===== config.mk =====
export PLATFORM = sky130hd
export DESIGN_NAME = mbd_ctrl
export DESIGN_NICKNAME = d
export VERILOG_FILES = /design/src/rtl/core/mbd_pkg.sv /design/src/rtl/core/mbd_ctrl.sv
export VERILOG_INCLUDE_DIRS = /design/src /design/src/rtl/core
export SDC_FILE = /design/constraint.sdc
export NUM_CORES = 1
export LEC_CHECK = 0
export ABC_CLOCK_PERIOD_IN_PS = 2490
export CAP_MARGIN = 20
export CORE_ASPECT_RATIO = 1.75
export CORE_MARGIN = 5
export CORE_UTILIZATION = 45
export CTS_BUF_LIST = sky130_fd_sc_hd__clkbuf_16
export DETAILED_ROUTE_END_ITERATION = 7
export DONT_BUFFER_PORTS = 1
export PLACE_DENSITY_LB_ADDON = 0.2
export RECOVER_POWER = 25
export SLEW_MARGIN = 25
export SYNTH_ARGS = -nofsm -noshare
export SYNTH_HDL_FRONTEND = slang
export SYNTH_SLANG_ARGS = --single-unit
export TNS_END_PERCENT = 20

===== constraint.sdc =====
create_clock -name i_clk -period 2.49 [get_ports i_clk]
set_clock_uncertainty 0.2 [all_clocks]
set_input_delay 0.249 -clock i_clk [delete_from_list [all_inputs] [get_ports i_clk]]
set_output_delay 0.249 -clock i_clk [all_outputs]
set_load 0.05 [all_outputs]

===== src/rtl/core/margolus_block_diffusion_unit_macros.svh =====
// assertion helpers for the margolus block diffusion unit
`ifndef MARGOLUS_BLOCK_DIFFUSION_UNIT_MACROS_SVH
`define MARGOLUS_BLOCK_DIFFUSION_UNIT_MACROS_SVH

`ifndef SYNTHESIS
`define MBD_ASSERT_SAME(label, clk, rst_n, ante, cons, msg) \
    label: assert property (@(posedge clk) disable iff (!rst_n) (ante) |-> (cons)) \
        else $error(msg);
`define MBD_ASSERT_NEXT(label, clk, rst_n, ante, cons, msg) \
    label: assert property (@(posedge clk) disable iff (!rst_n) (ante) |=> (cons)) \
        else $error(msg);
`else
`define MBD_ASSERT_SAME(label, clk, rst_n, ante, cons, msg)
`define MBD_ASSERT_NEXT(label, clk, rst_n, ante, cons, msg)
`endif

`endif


===== src/rtl/core/mbd_pkg.sv =====
`default_nettype none

package mbd_pkg;

    localparam int GRID_X_DEF    = 64;
    localparam int GRID_Y_DEF    = 64;
    localparam int CELL_BITS_DEF = 8;

    localparam int CFG_IDX_W  = 3;
    localparam int CFG_DATA_W = 32;

    localparam logic [1:0] BORDER_ABSORB = 2'd0;
    localparam logic [1:0] BORDER_TORUS  = 2'd1;

    localparam logic [6:0]  WIDTH_RST  = 7'd50;
    localparam logic [6:0]  HEIGHT_RST = 7'd50;
    localparam logic [1:0]  BORDER_RST = BORDER_TORUS;
    localparam logic        OBST_RST   = 1'b0;
    localparam logic [31:0] SEED_RST   = 32'd1;

    localparam logic [31:0] LFSR_TAPS = 32'h8020_0003;

    typedef enum logic [1:0] {
        KIND_WRITE,
        KIND_READ,
        KIND_OBST,
        KIND_SWEEP
    } t_kind;

    typedef enum logic [CFG_IDX_W-1:0] {
        CFG_WIDTH,
        CFG_HEIGHT,
        CFG_BORDER,
        CFG_OBST,
        CFG_SEED
    } t_cfg_idx;

    typedef struct packed {
        logic [6:0] width;
        logic [6:0] height;
        logic [1:0] border;
        logic       obst_on;
    } t_cfg;

    typedef struct packed {
        logic start;
        logic step_block;
    } t_walk_cmd;

    typedef struct packed {
        logic in_area;
        logic last_block;
        logic empty;
    } t_walk_info;

    typedef struct packed {
        logic       valid;
        logic [7:0] read_value;
    } t_result;

endpackage

`default_nettype wire


===== src/rtl/core/mbd_ctrl.sv =====
`default_nettype none
`include "margolus_block_diffusion_unit_macros.svh"

module mbd_ctrl #(
    parameter int GRID_X    = mbd_pkg::GRID_X_DEF,
    parameter int GRID_Y    = mbd_pkg::GRID_Y_DEF,
    parameter int CELL_BITS = mbd_pkg::CELL_BITS_DEF,
    localparam int DEPTH = GRID_X * GRID_Y,
    localparam int AW    = $clog2(DEPTH)
) (
    input  wire logic                  i_clk,
    input  wire logic                  i_rst_n,
    input  wire logic                  i_item_valid,
    output logic                       o_item_ready,
    input  wire logic [1:0]            i_kind,
    input  wire logic [5:0]            i_x,
    input  wire logic [5:0]            i_y,
    input  wire logic [7:0]            i_value,
    input  wire mbd_pkg::t_cfg         i_cfg,
    input  wire logic                  i_seed_load,
    input  wire logic [31:0]           i_seed,
    output logic                       o_phase,
    output mbd_pkg::t_walk_cmd         o_walk_cmd,
    output logic      [1:0]            o_corner,
    input  wire logic [AW-1:0]         i_walk_addr,
    input  wire mbd_pkg::t_walk_info   i_walk_info,
    output logic      [AW-1:0]         o_waddr,
    output logic                       o_cell_we,
    output logic      [CELL_BITS-1:0]  o_cell_wdata,
    output logic                       o_obst_we,
    output logic                       o_obst_wdata,
    output logic      [AW-1:0]         o_raddr,
    input  wire logic [CELL_BITS-1:0]  i_cell_rdata,
    input  wire logic                  i_obst_rdata,
    output mbd_pkg::t_result           o_result,
    input  wire logic                  i_result_ready
);

    typedef enum logic [2:0] {
        ST_CLEAR,
        ST_IDLE,
        ST_READ,
        ST_SW_RD,
        ST_SW_CAP,
        ST_SW_ROT,
        ST_SW_WR,
        ST_RESP
    } t_state;

    t_state               r_state;
    logic [AW-1:0]        r_clr_addr;
    logic                 r_phase;
    logic [31:0]          r_lfsr;
    logic [1:0]           r_k;
    logic                 r_cap_en;
    logic [1:0]           r_cap_k;
    logic                 r_blocked;
    logic                 r_dir;
    logic                 r_ok;
    logic [7:0]           r_rd;
    logic [3:0]           r_in;
    logic [CELL_BITS-1:0] r_v [4];

    logic [AW-1:0]        item_addr;
    logic                 item_ok;
    mbd_pkg::t_kind       kind;
    logic [31:0]          lfsr_next;
    logic                 blk_end;
    logic                 sweep_end;

    assign kind      = mbd_pkg::t_kind'(i_kind);
    assign item_ok   = (32'(i_x) < GRID_X) && (32'(i_y) < GRID_Y);
    assign item_addr = AW'(i_y) * AW'(GRID_X) + AW'(i_x);
    assign lfsr_next = {1'b0, r_lfsr[31:1]} ^ (r_lfsr[0] ? mbd_pkg::LFSR_TAPS : 32'd0);

    assign blk_end   = (r_state == ST_SW_ROT && r_blocked) || (r_state == ST_SW_WR && r_k == 2'd3);
    assign sweep_end = (blk_end && i_walk_info.last_block)
                    || (r_state == ST_IDLE && i_item_valid && kind == mbd_pkg::KIND_SWEEP
                        && i_walk_info.empty);

    always_ff @(posedge i_clk) begin
        if (!i_rst_n) begin
            r_state    <= ST_CLEAR;
            r_clr_addr <= '0;
            r_phase    <= 1'b0;
            r_lfsr     <= mbd_pkg::SEED_RST;
            r_k        <= 2'd0;
            r_cap_en   <= 1'b0;
            r_blocked  <= 1'b0;
        end else begin
            if (r_cap_en) begin
                r_v[r_cap_k] <= r_in[r_cap_k] ? i_cell_rdata : '0;
                if (r_in[r_cap_k] && i_obst_rdata && i_cfg.obst_on) begin
                    r_blocked <= 1'b1;
                end
            end
            r_cap_en <= (r_state == ST_SW_RD);
            if (sweep_end) begin
                r_phase <= ~r_phase;
            end

            unique case (r_state)
                ST_CLEAR: begin
                    r_clr_addr <= r_clr_addr + 1'b1;
                    if (r_clr_addr == AW'(DEPTH - 1)) begin
                        r_state <= ST_IDLE;
                    end
                end
                ST_IDLE: if (i_item_valid) begin
                    r_rd <= '0;
                    unique case (kind)
                        mbd_pkg::KIND_READ: begin
                            r_ok    <= item_ok;
                            r_state <= ST_READ;
                        end
                        mbd_pkg::KIND_SWEEP: begin
                            if (i_walk_info.empty) begin
                                r_state <= ST_RESP;
                            end else begin
                                r_k       <= 2'd0;
                                r_blocked <= 1'b0;
                                r_state   <= ST_SW_RD;
                            end
                        end
                        default: r_state <= ST_RESP;
                    endcase
                end
                ST_READ: begin
                    r_rd    <= r_ok ? 8'(i_cell_rdata) : 8'd0;
                    r_state <= ST_RESP;
                end
                ST_SW_RD: begin
                    r_in[r_k] <= i_walk_info.in_area;
                    r_cap_k   <= r_k;
                    r_k       <= r_k + 2'd1;
                    if (r_k == 2'd3) begin
                        r_state <= ST_SW_CAP;
                    end
                end
                ST_SW_CAP: r_state <= ST_SW_ROT;
                ST_SW_ROT: begin
                    if (r_blocked) begin
                        r_k       <= 2'd0;
                        r_blocked <= 1'b0;
                        r_state   <= i_walk_info.last_block ? ST_RESP : ST_SW_RD;
                    end else begin
                        r_dir   <= r_lfsr[0];
                        r_lfsr  <= lfsr_next;
                        r_k     <= 2'd0;
                        r_state <= ST_SW_WR;
                    end
                end
                ST_SW_WR: begin
                    r_k <= r_k + 2'd1;
                    if (r_k == 2'd3) begin
                        r_blocked <= 1'b0;
                        r_state   <= i_walk_info.last_block ? ST_RESP : ST_SW_RD;
                    end
                end
                ST_RESP: if (i_result_ready) begin
                    r_state <= ST_IDLE;
                end
                default: r_state <= ST_IDLE;
            endcase

            if (i_seed_load) begin
                r_lfsr <= i_seed;
            end
        end
    end

    always_comb begin
        o_cell_we    = 1'b0;
        o_obst_we    = 1'b0;
        o_waddr      = i_walk_addr;
        o_cell_wdata = r_dir ? r_v[r_k - 2'd1] : r_v[r_k + 2'd1];
        o_obst_wdata = 1'b0;
        o_raddr      = item_addr;
        o_walk_cmd   = '0;
        unique case (r_state)
            ST_CLEAR: begin
                o_cell_we    = 1'b1;
                o_obst_we    = 1'b1;
                o_waddr      = r_clr_addr;
                o_cell_wdata = '0;
            end
            ST_IDLE: begin
                o_waddr      = item_addr;
                o_cell_wdata = i_value[CELL_BITS-1:0];
                o_obst_wdata = i_value[0];
                o_cell_we    = i_item_valid && item_ok && kind == mbd_pkg::KIND_WRITE;
                o_obst_we    = i_item_valid && item_ok && kind == mbd_pkg::KIND_OBST;
                o_walk_cmd.start = i_item_valid && kind == mbd_pkg::KIND_SWEEP;
            end
            ST_SW_RD: o_raddr = i_walk_addr;
            ST_SW_WR: o_cell_we = r_in[r_k];
            default: ;
        endcase
        o_walk_cmd.step_block = blk_end && !i_walk_info.last_block;
    end

    assign o_item_ready        = (r_state == ST_IDLE);
    assign o_result.valid      = (r_state == ST_RESP);
    assign o_result.read_value = r_rd;
    assign o_phase             = r_phase;
    assign o_corner            = r_k;

    `MBD_ASSERT_NEXT(a_lfsr_hold, i_clk, i_rst_n, (!i_seed_load && r_state != ST_SW_ROT), $stable(r_lfsr), "direction lfsr moved outside a rotation")
    `MBD_ASSERT_SAME(a_blocked_no_write, i_clk, i_rst_n, (r_state == ST_SW_WR), !r_blocked, "blocked block written back")
    `MBD_ASSERT_NEXT(a_phase_hold, i_clk, i_rst_n, !sweep_end, $stable(r_phase), "phase flipped outside a sweep end")

endmodule

`default_nettype wire


==> results of run 1 <==
==> synth_stat cells (8+ instances only) <==
cell type	number	area [sq um]
dfxtp_1	52	1040
buf_2	9	45.0
mux2i_1	58	581
clkbuf_1	11	41.3
nor2_1	57	214
nand2_1	17	63.8
mux2_2	41	462
nor3_1	8	40.0
edfxtp_1	47	1410
nand3_1	17	85.1
a21oi_1	25	125
and2_1	25	156
==> where the power goes <==
| group | total (W) | internal [W] | switching, W |
|---|---|---|---|
| registers | 0.00198 | 0.00182 | 0.000160 |
| clock network | 0.00139 | 0.000786 | 0.000607 |
| logic | 0.00344 | 0.00130 | 0.00214 |
| total | 0.00681 | 0.00391 | 0.00290 |
==> layout make-up <==
cell class	count	area, sq um	share of cell area [%]
timing repair buffer	97	1010	15.3
sequential	99	2460	37.1
inverter	5	21.3	0.321
clock buffer	9	225	3.40
multi-input combinational	331	2670	40.2
tap	132	165	2.49
clock inverter	7	76.3	1.15
==> per-layer routing <==
metal,global-route usage (%),vias up,wire (um)
met1,19.4,1784,4630
met3,5.18,29,795
li1,-,1857,-
met5,0,-,0
met4,8.57,0,314
met2,33.4,125,6800
==> critical path: stages (launching register included) <==
cell	delay, ns
dfxtp_4	0.36
inv_4	0.04
ha_4	0.28
xor2_4	0.23
buf_4	0.15
mux4_2	0.28
a21o_1	0.22
buf_12	0.15
==> worst max-delay path by stage <==
stage,end,slack (ns),cells past startpoint
floorplan,o_cell_wdata[0],-0.31,5
global placement,r_state[2],0.25,6
detailed placement,o_cell_wdata[2],0.20,7
CTS,o_cell_wdata[6],-0.05,8
global route,o_cell_wdata[0],-0.11,7
finish,o_cell_wdata[0],-0.02,7
==> flip-flops by register name, summed over array words and instances (netlist names), 2 cells and up <==
register / cells
r_lfsr: 32
r_v: 32
r_clr_addr: 12
r_rd: 8
r_in: 4
r_state: 3
o_corner: 2
r_cap_k: 2
==> through the flow <==
| stage | utilization [%] | cells | setup TNS, ns |
|---|---|---|---|
| floorplan | - | 463 | -0.752 |
| global placement | 51.4 | 612 | 0 |
| detailed placement | 51.4 | 612 | 0 |
| CTS | 59.8 | 680 | -0.211 |
| global route | 60.0 | 680 | -0.527 |
| finish | 60.0 | 680 | -0.0391 |
==> cell usage in the layout (no fill, tap or decap), drive strengths merged, types with 2 or more instances in the layout <==
| master | count |
|---|---|
| mux2i | 58 |
| nor2 | 57 |
| dfxtp | 52 |
| dlygate4sd3 | 47 |
| edfxtp | 47 |
| buf | 47 |
| mux2 | 41 |
| and2 | 25 |
| a21oi | 25 |
| nand3 | 17 |
| nand2 | 17 |
| clkbuf | 12 |
| nor3 | 8 |
| xnor2 | 7 |
| o21ai | 7 |
| o221ai | 7 |
| inv | 7 |
| xor2 | 6 |
| ha | 5 |
| nand4 | 4 |
| mux4 | 3 |
| nor3b | 3 |
| and3 | 3 |
| clkinv | 3 |
| a21o | 2 |
| and4 | 2 |
| nand4b | 2 |
| nand2b | 2 |
| a211o | 2 |
| nor2b | 2 |
| o211ai | 2 |
| or2 | 2 |
| nor4 | 2 |
| or3 | 2 |
==> what timing repair did <==
item	CTS	global route
hold buffers	48	0
setup endpoints to repair	8	21
setup buffers	4	1
resized for setup	18	9
pin swaps	4	5
hold endpoints to repair	86	0
gates cloned	1	0
==> cell families after synthesis <==
| kind of cell | after synthesis |
|---|---|
| mux | 102 |
| simple gates | 153 |
| flops | 99 |
| xor+xnor | 13 |
| compound gates | 58 |
| fa+ha+maj | 5 |
| buf+inv | 33 |
==> impl_metrics.csv, run 1 <==
group,metric,value,unit
status,status,"finished, violations left",
status,violations,"negative setup slack",
setup_path,ff2ff_path_depth,6,
synthesis,synth-seq-cells,99,
synthesis,yosys.area_share.simple,15.4,%
cells_and_area,synthToLayoutAreaGrowth,31.7,%
die,die_area,0.0135,sq mm
cts,cts.path.max_buffers,2,
global_route,grt.total_usage,18.4,%
synthesis,synth_edf_count,47,
hold_path,min_path_type,"primary input to flop",
global_route,grt_max_degree,47,
setup_path,crit_path_start_kind,"flop",
die,initial_core_util,45.6,%
synthesis,syn-num-nets,568,
cts,cts_buffers,9,
cts,cts.sinks,99,
hold_path,min_path_cells,4,
die,ios,150,
global_route,grt_pass1_vias,3901,
drt,vias,3795,
synthesis,synth_warnings,0,
setup_path,cp-startpoint,"o_corner[1]",
timing,timing.final.ws_setup,-0.0241,ns
timing,finalSetupViolations,3,
synthesis,synthAdderAreaFrac,1.24,%
synthesis,synthesis.area,0.00503,sq mm
timing,grt_setup_unrepaired,"yes",
synthesis,synth_seq_area_share,48.7,%
synthesis,async_flop_share,0,%
synthesis,synthMuxAreaShare,22.0,%
timing,holdWs,0.00663,ns
synthesis,syn_area_per_cell,10.9,sq um
timing,period_share,101,%
hold_path,worstHoldStart,"i_walk_info[1]",
timing,max_clock_freq,0.398,GHz
setup_path,worst_setup_path_end_kind,"primary output",
hold_path,whs_endpoint,"r_state[2]",
power_and_ir_drop,power,0.00681,W
timing,drv_slew,0,
die,die_w,90.0,um
global_route,grt_first_pass_wirelength,19800,um
synthesis,synth_top_family_by_area,"multiplexers",
place,gp_congestion,0.822,
cts,clockRootBuffer,"clkbuf_16",
synthesis,synth-xor-area-share,2.26,%
place,placed_area,0.00567,sq mm
synthesis,synthFlopType,"dfxtp_1",
setup_path,criticalPathCategory,"flop to primary output",
die,fp.dieH,150,um
synthesis,synth_cell_types,54,
drt,wl,12500,um
timing,hold_violations,0,
cells_and_area,drive_above_1_share,25.7,%
setup_path,reg2reg_slack,0.16,ns
setup_path,crit_path_max_fanout,3,
timing,maxSlewHeadroom,58.0,%
place,hpwl,8910,um
die,core-area,0.0110,sq mm
drt,dr.first_iter.drc_count,282,
job,cap_violations,0,
die,rows,51,
drt,firstDrtPassIters,4,
setup_path,reg2reg_from,"o_corner[0]",
cts,clk_pin_slew,0.07,ns
setup_path,arrival,2.07,ns
power_and_ir_drop,leakagePower,2.48,nW
timing,min_period,2.51,ns
drt,wl_per_cell,18.4,um
cts,clk_latency,0.34,ns
global_route,grt_overflow,0,
setup_path,required,2.04,ns
cells_and_area,diodes,0,
place,port_buffers,0,
cts,cts_max_level,3,
cells_and_area,nNetsFinal,648,
power_and_ir_drop,ir_drop,0.000754,V
synthesis,synth_compound_area_share,7.53,%
cts,tritoncts,"done",
place,post-place-ws,0.196,ns
global_route,antenna_found_initial,0,
drt,via_per_inst,5.58,
drt,ant_nets,0,
synthesis,syn_inst,463,
drt,drc_errors,0,
cells_and_area,fill_cells,886,
power_and_ir_drop,power.density,1030,mW/mm^2
cells_and_area,design_area,0.00663,sq mm
setup_path,r2r-end,"r_state[2]",
timing,tightestPinTransition,0.626,ns
(Power assumes the default switching activity.)
==> inputs of run 2 (changes only) <==
--- a/config.mk
+++ b/config.mk
@@ -15,4 +15,5 @@
 export DETAILED_ROUTE_END_ITERATION = 7
 export DONT_BUFFER_PORTS = 1
+export GPL_TIMING_DRIVEN = 0
 export PLACE_DENSITY_LB_ADDON = 0.2
 export RECOVER_POWER = 25
--- a/constraint.sdc
+++ b/constraint.sdc
@@ -3,3 +3,3 @@
 set_input_delay 0.249 -clock i_clk [delete_from_list [all_inputs] [get_ports i_clk]]
 set_output_delay 0.249 -clock i_clk [all_outputs]
-set_load 0.05 [all_outputs]
+set_load 0.1 [all_outputs]
==> impl_metrics.csv, run 2 (synthesis gave the netlist of run 1 again) <==
group,metric,value,unit
status,status,"finished, violations left",
status,violations,"negative setup slack",
setup_path,crit_path_start_kind,"flop",
drt,top_layer,"met4",
cts,cts.sinks,99,
setup_path,reg2reg_from,"r_state[1]",
drt,route.met2.wl,7950,um
place,hpwl,10500,um
drt,drc_errors,0,
cells_and_area,design_area,0.00670,sq mm
place,port_buffers,0,
power_and_ir_drop,power.density,1210,mW/mm^2
global_route,grt_first_pass_wirelength,22200,um
die,initial_core_util,45.6,%
setup_path,ff2ff_path_depth,4,
cells_and_area,nNetsFinal,635,
setup_path,required,2.04,ns
place,gp_congestion,0.852,
setup_path,cp-startpoint,"o_corner[0]",
setup_path,reg2reg_slack,0.06,ns
die,fp.dieH,150,um
die,die_area,0.0135,sq mm
timing,grt_setup_unrepaired,"yes",
cts,cts_max_level,3,
cells_and_area,synthToLayoutAreaGrowth,33.1,%
cts,clockRootBuffer,"clkbuf_16",
cells_and_area,diodes,0,
timing,drv_slew,0,
drt,wl_met3,862,um
place,post-place-ws,-0.348,ns
die,rows,51,
timing,period_share,120,%
drt,via_per_inst,5.75,
timing,maxSlewHeadroom,32.9,%
timing,holdWs,0.00706,ns
cells_and_area,fill_cells,889,
drt,wl_met1,4780,um
timing,min_period,2.98,ns
cells_and_area,largestRegisters,"r_lfsr: 32 flops, r_v: 32 flops, r_clr_addr: 12 flops",
power_and_ir_drop,leakagePower,2.41,nW
drt,dr.first_iter.drc_count,233,
cells_and_area,fin_cells,667,
setup_path,worst_setup_path_end_kind,"primary output",
timing,tightestPinTransition,1.01,ns
setup_path,r2r-end,"r_rd[1]",
cts,clk_latency,0.34,ns
cts,cts.path.max_buffers,2,
drt,firstDrtPassIters,4,
cts,tritoncts,"done",
global_route,antenna_found_initial,0,
drt,vias,3838,
global_route,grt_max_degree,17,
hold_path,min_path_type,"primary input to flop",
timing,max_clock_freq,0.335,GHz
timing,finalSetupViolations,9,
setup_path,criticalPathCategory,"flop to primary output",
global_route,grt_pass1_vias,4152,
timing,timing.final.ws_setup,-0.491,ns
cells_and_area,layout_common_cells,"nor2_1 (54), dfxtp_1 (48), mux2i_1 (47), dlygate4sd3_1 (47), edfxtp_1 (47)",
place,dp_cells,600,
die,ios,150,
power_and_ir_drop,ir_drop,0.00101,V
cells_and_area,drive_above_1_share,26.0,%
place,placed_area,0.00574,sq mm
setup_path,crit_end,"o_cell_wdata[6]",
timing,hold_violations,0,
setup_path,arrival,2.53,ns
drt,wl,14000,um
die,die_w,90.0,um
global_route,grt.total_usage,20.9,%
die,core-area,0.0110,sq mm
cts,cts_buffers,9,
cts,clk_pin_slew,0.07,ns
setup_path,crit_path_max_fanout,7,
drt,ant_nets,0,
global_route,grt_overflow,0,
cells_and_area,final_common_cell,"nor2_1",
drt,wl_per_cell,21.0,um
job,cap_violations,0,
run 2: area by class of cell:
class / instances / area, sq um / area share [%]
well taps: 132 / 165 / 2.46
plain buffers: 26 / 160 / 2.39
flip-flops and latches: 99 / 2460 / 36.7
clock buffers: 9 / 225 / 3.36
multi-input cells: 331 / 2980 / 44.5
clock inverters: 7 / 92.6 / 1.38
inverters: 5 / 26.3 / 0.392
repair buffers: 58 / 589 / 8.79
run 2: metrics by stage:
stage,total power [W],TNS [ns],utilization (%)
final,0.00809,-3.65,60.7
after global routing,0.00837,-4.73,60.7
after CTS,0.00814,-4.89,61.0
after detailed placement,0.00639,-7.49,52.0
after global placement,0.00601,-21.18,49.7
after floorplan,0.00562,-9.12,-
run 2: worst min path at each step:
stage | from | endpoint | slack (ns) | cells past startpoint
floorplan | i_walk_info[2] | r_in[0] | 0.15 | 0
global placement | i_walk_info[2] | r_in[1] | 0.15 | 0
detailed placement | i_walk_info[2] | r_in[1] | 0.15 | 0
CTS | i_cell_rdata[1] | r_v[0][1] | 0.0008 | 1
global route | i_cell_rdata[1] | r_v[0][1] | 0.03 | 1
finish | i_cell_rdata[1] | r_v[0][1] | 0.007 | 1
run 2: critical path, stage by stage, from the launching register on:
cell,delay [ns]
dfxtp_4,0.62
inv_6,0.06
ha_4,0.31
xor2_4,0.25
buf_6,0.16
mux2i_1,0.12
o221ai_4,0.66
run 2: layer usage:
metal  vias up  track usage, %
li1       1829               -
met1      1850            21.1
met2       130            40.6
met3        29            4.88
met4         0            8.64
met5         -               0
run 2: what timing repair did:
item / in CTS / in global routing
hold buffers: 47 / 0
resized for setup: 43 / 13
setup endpoints to repair: 44 / 42
hold endpoints to repair: 78 / 0
gates cloned: 1 / 0
setup buffers: 6 / 0
pin swaps: 7 / 7
run 2: where the power goes:
part	switching, W	leakage (nW)	total (W)	internal, W
registers	0.000269	0.859	0.00209	0.00182
logic	0.00348	1.39	0.00452	0.00104
clock network	0.000599	0.159	0.00148	0.000879
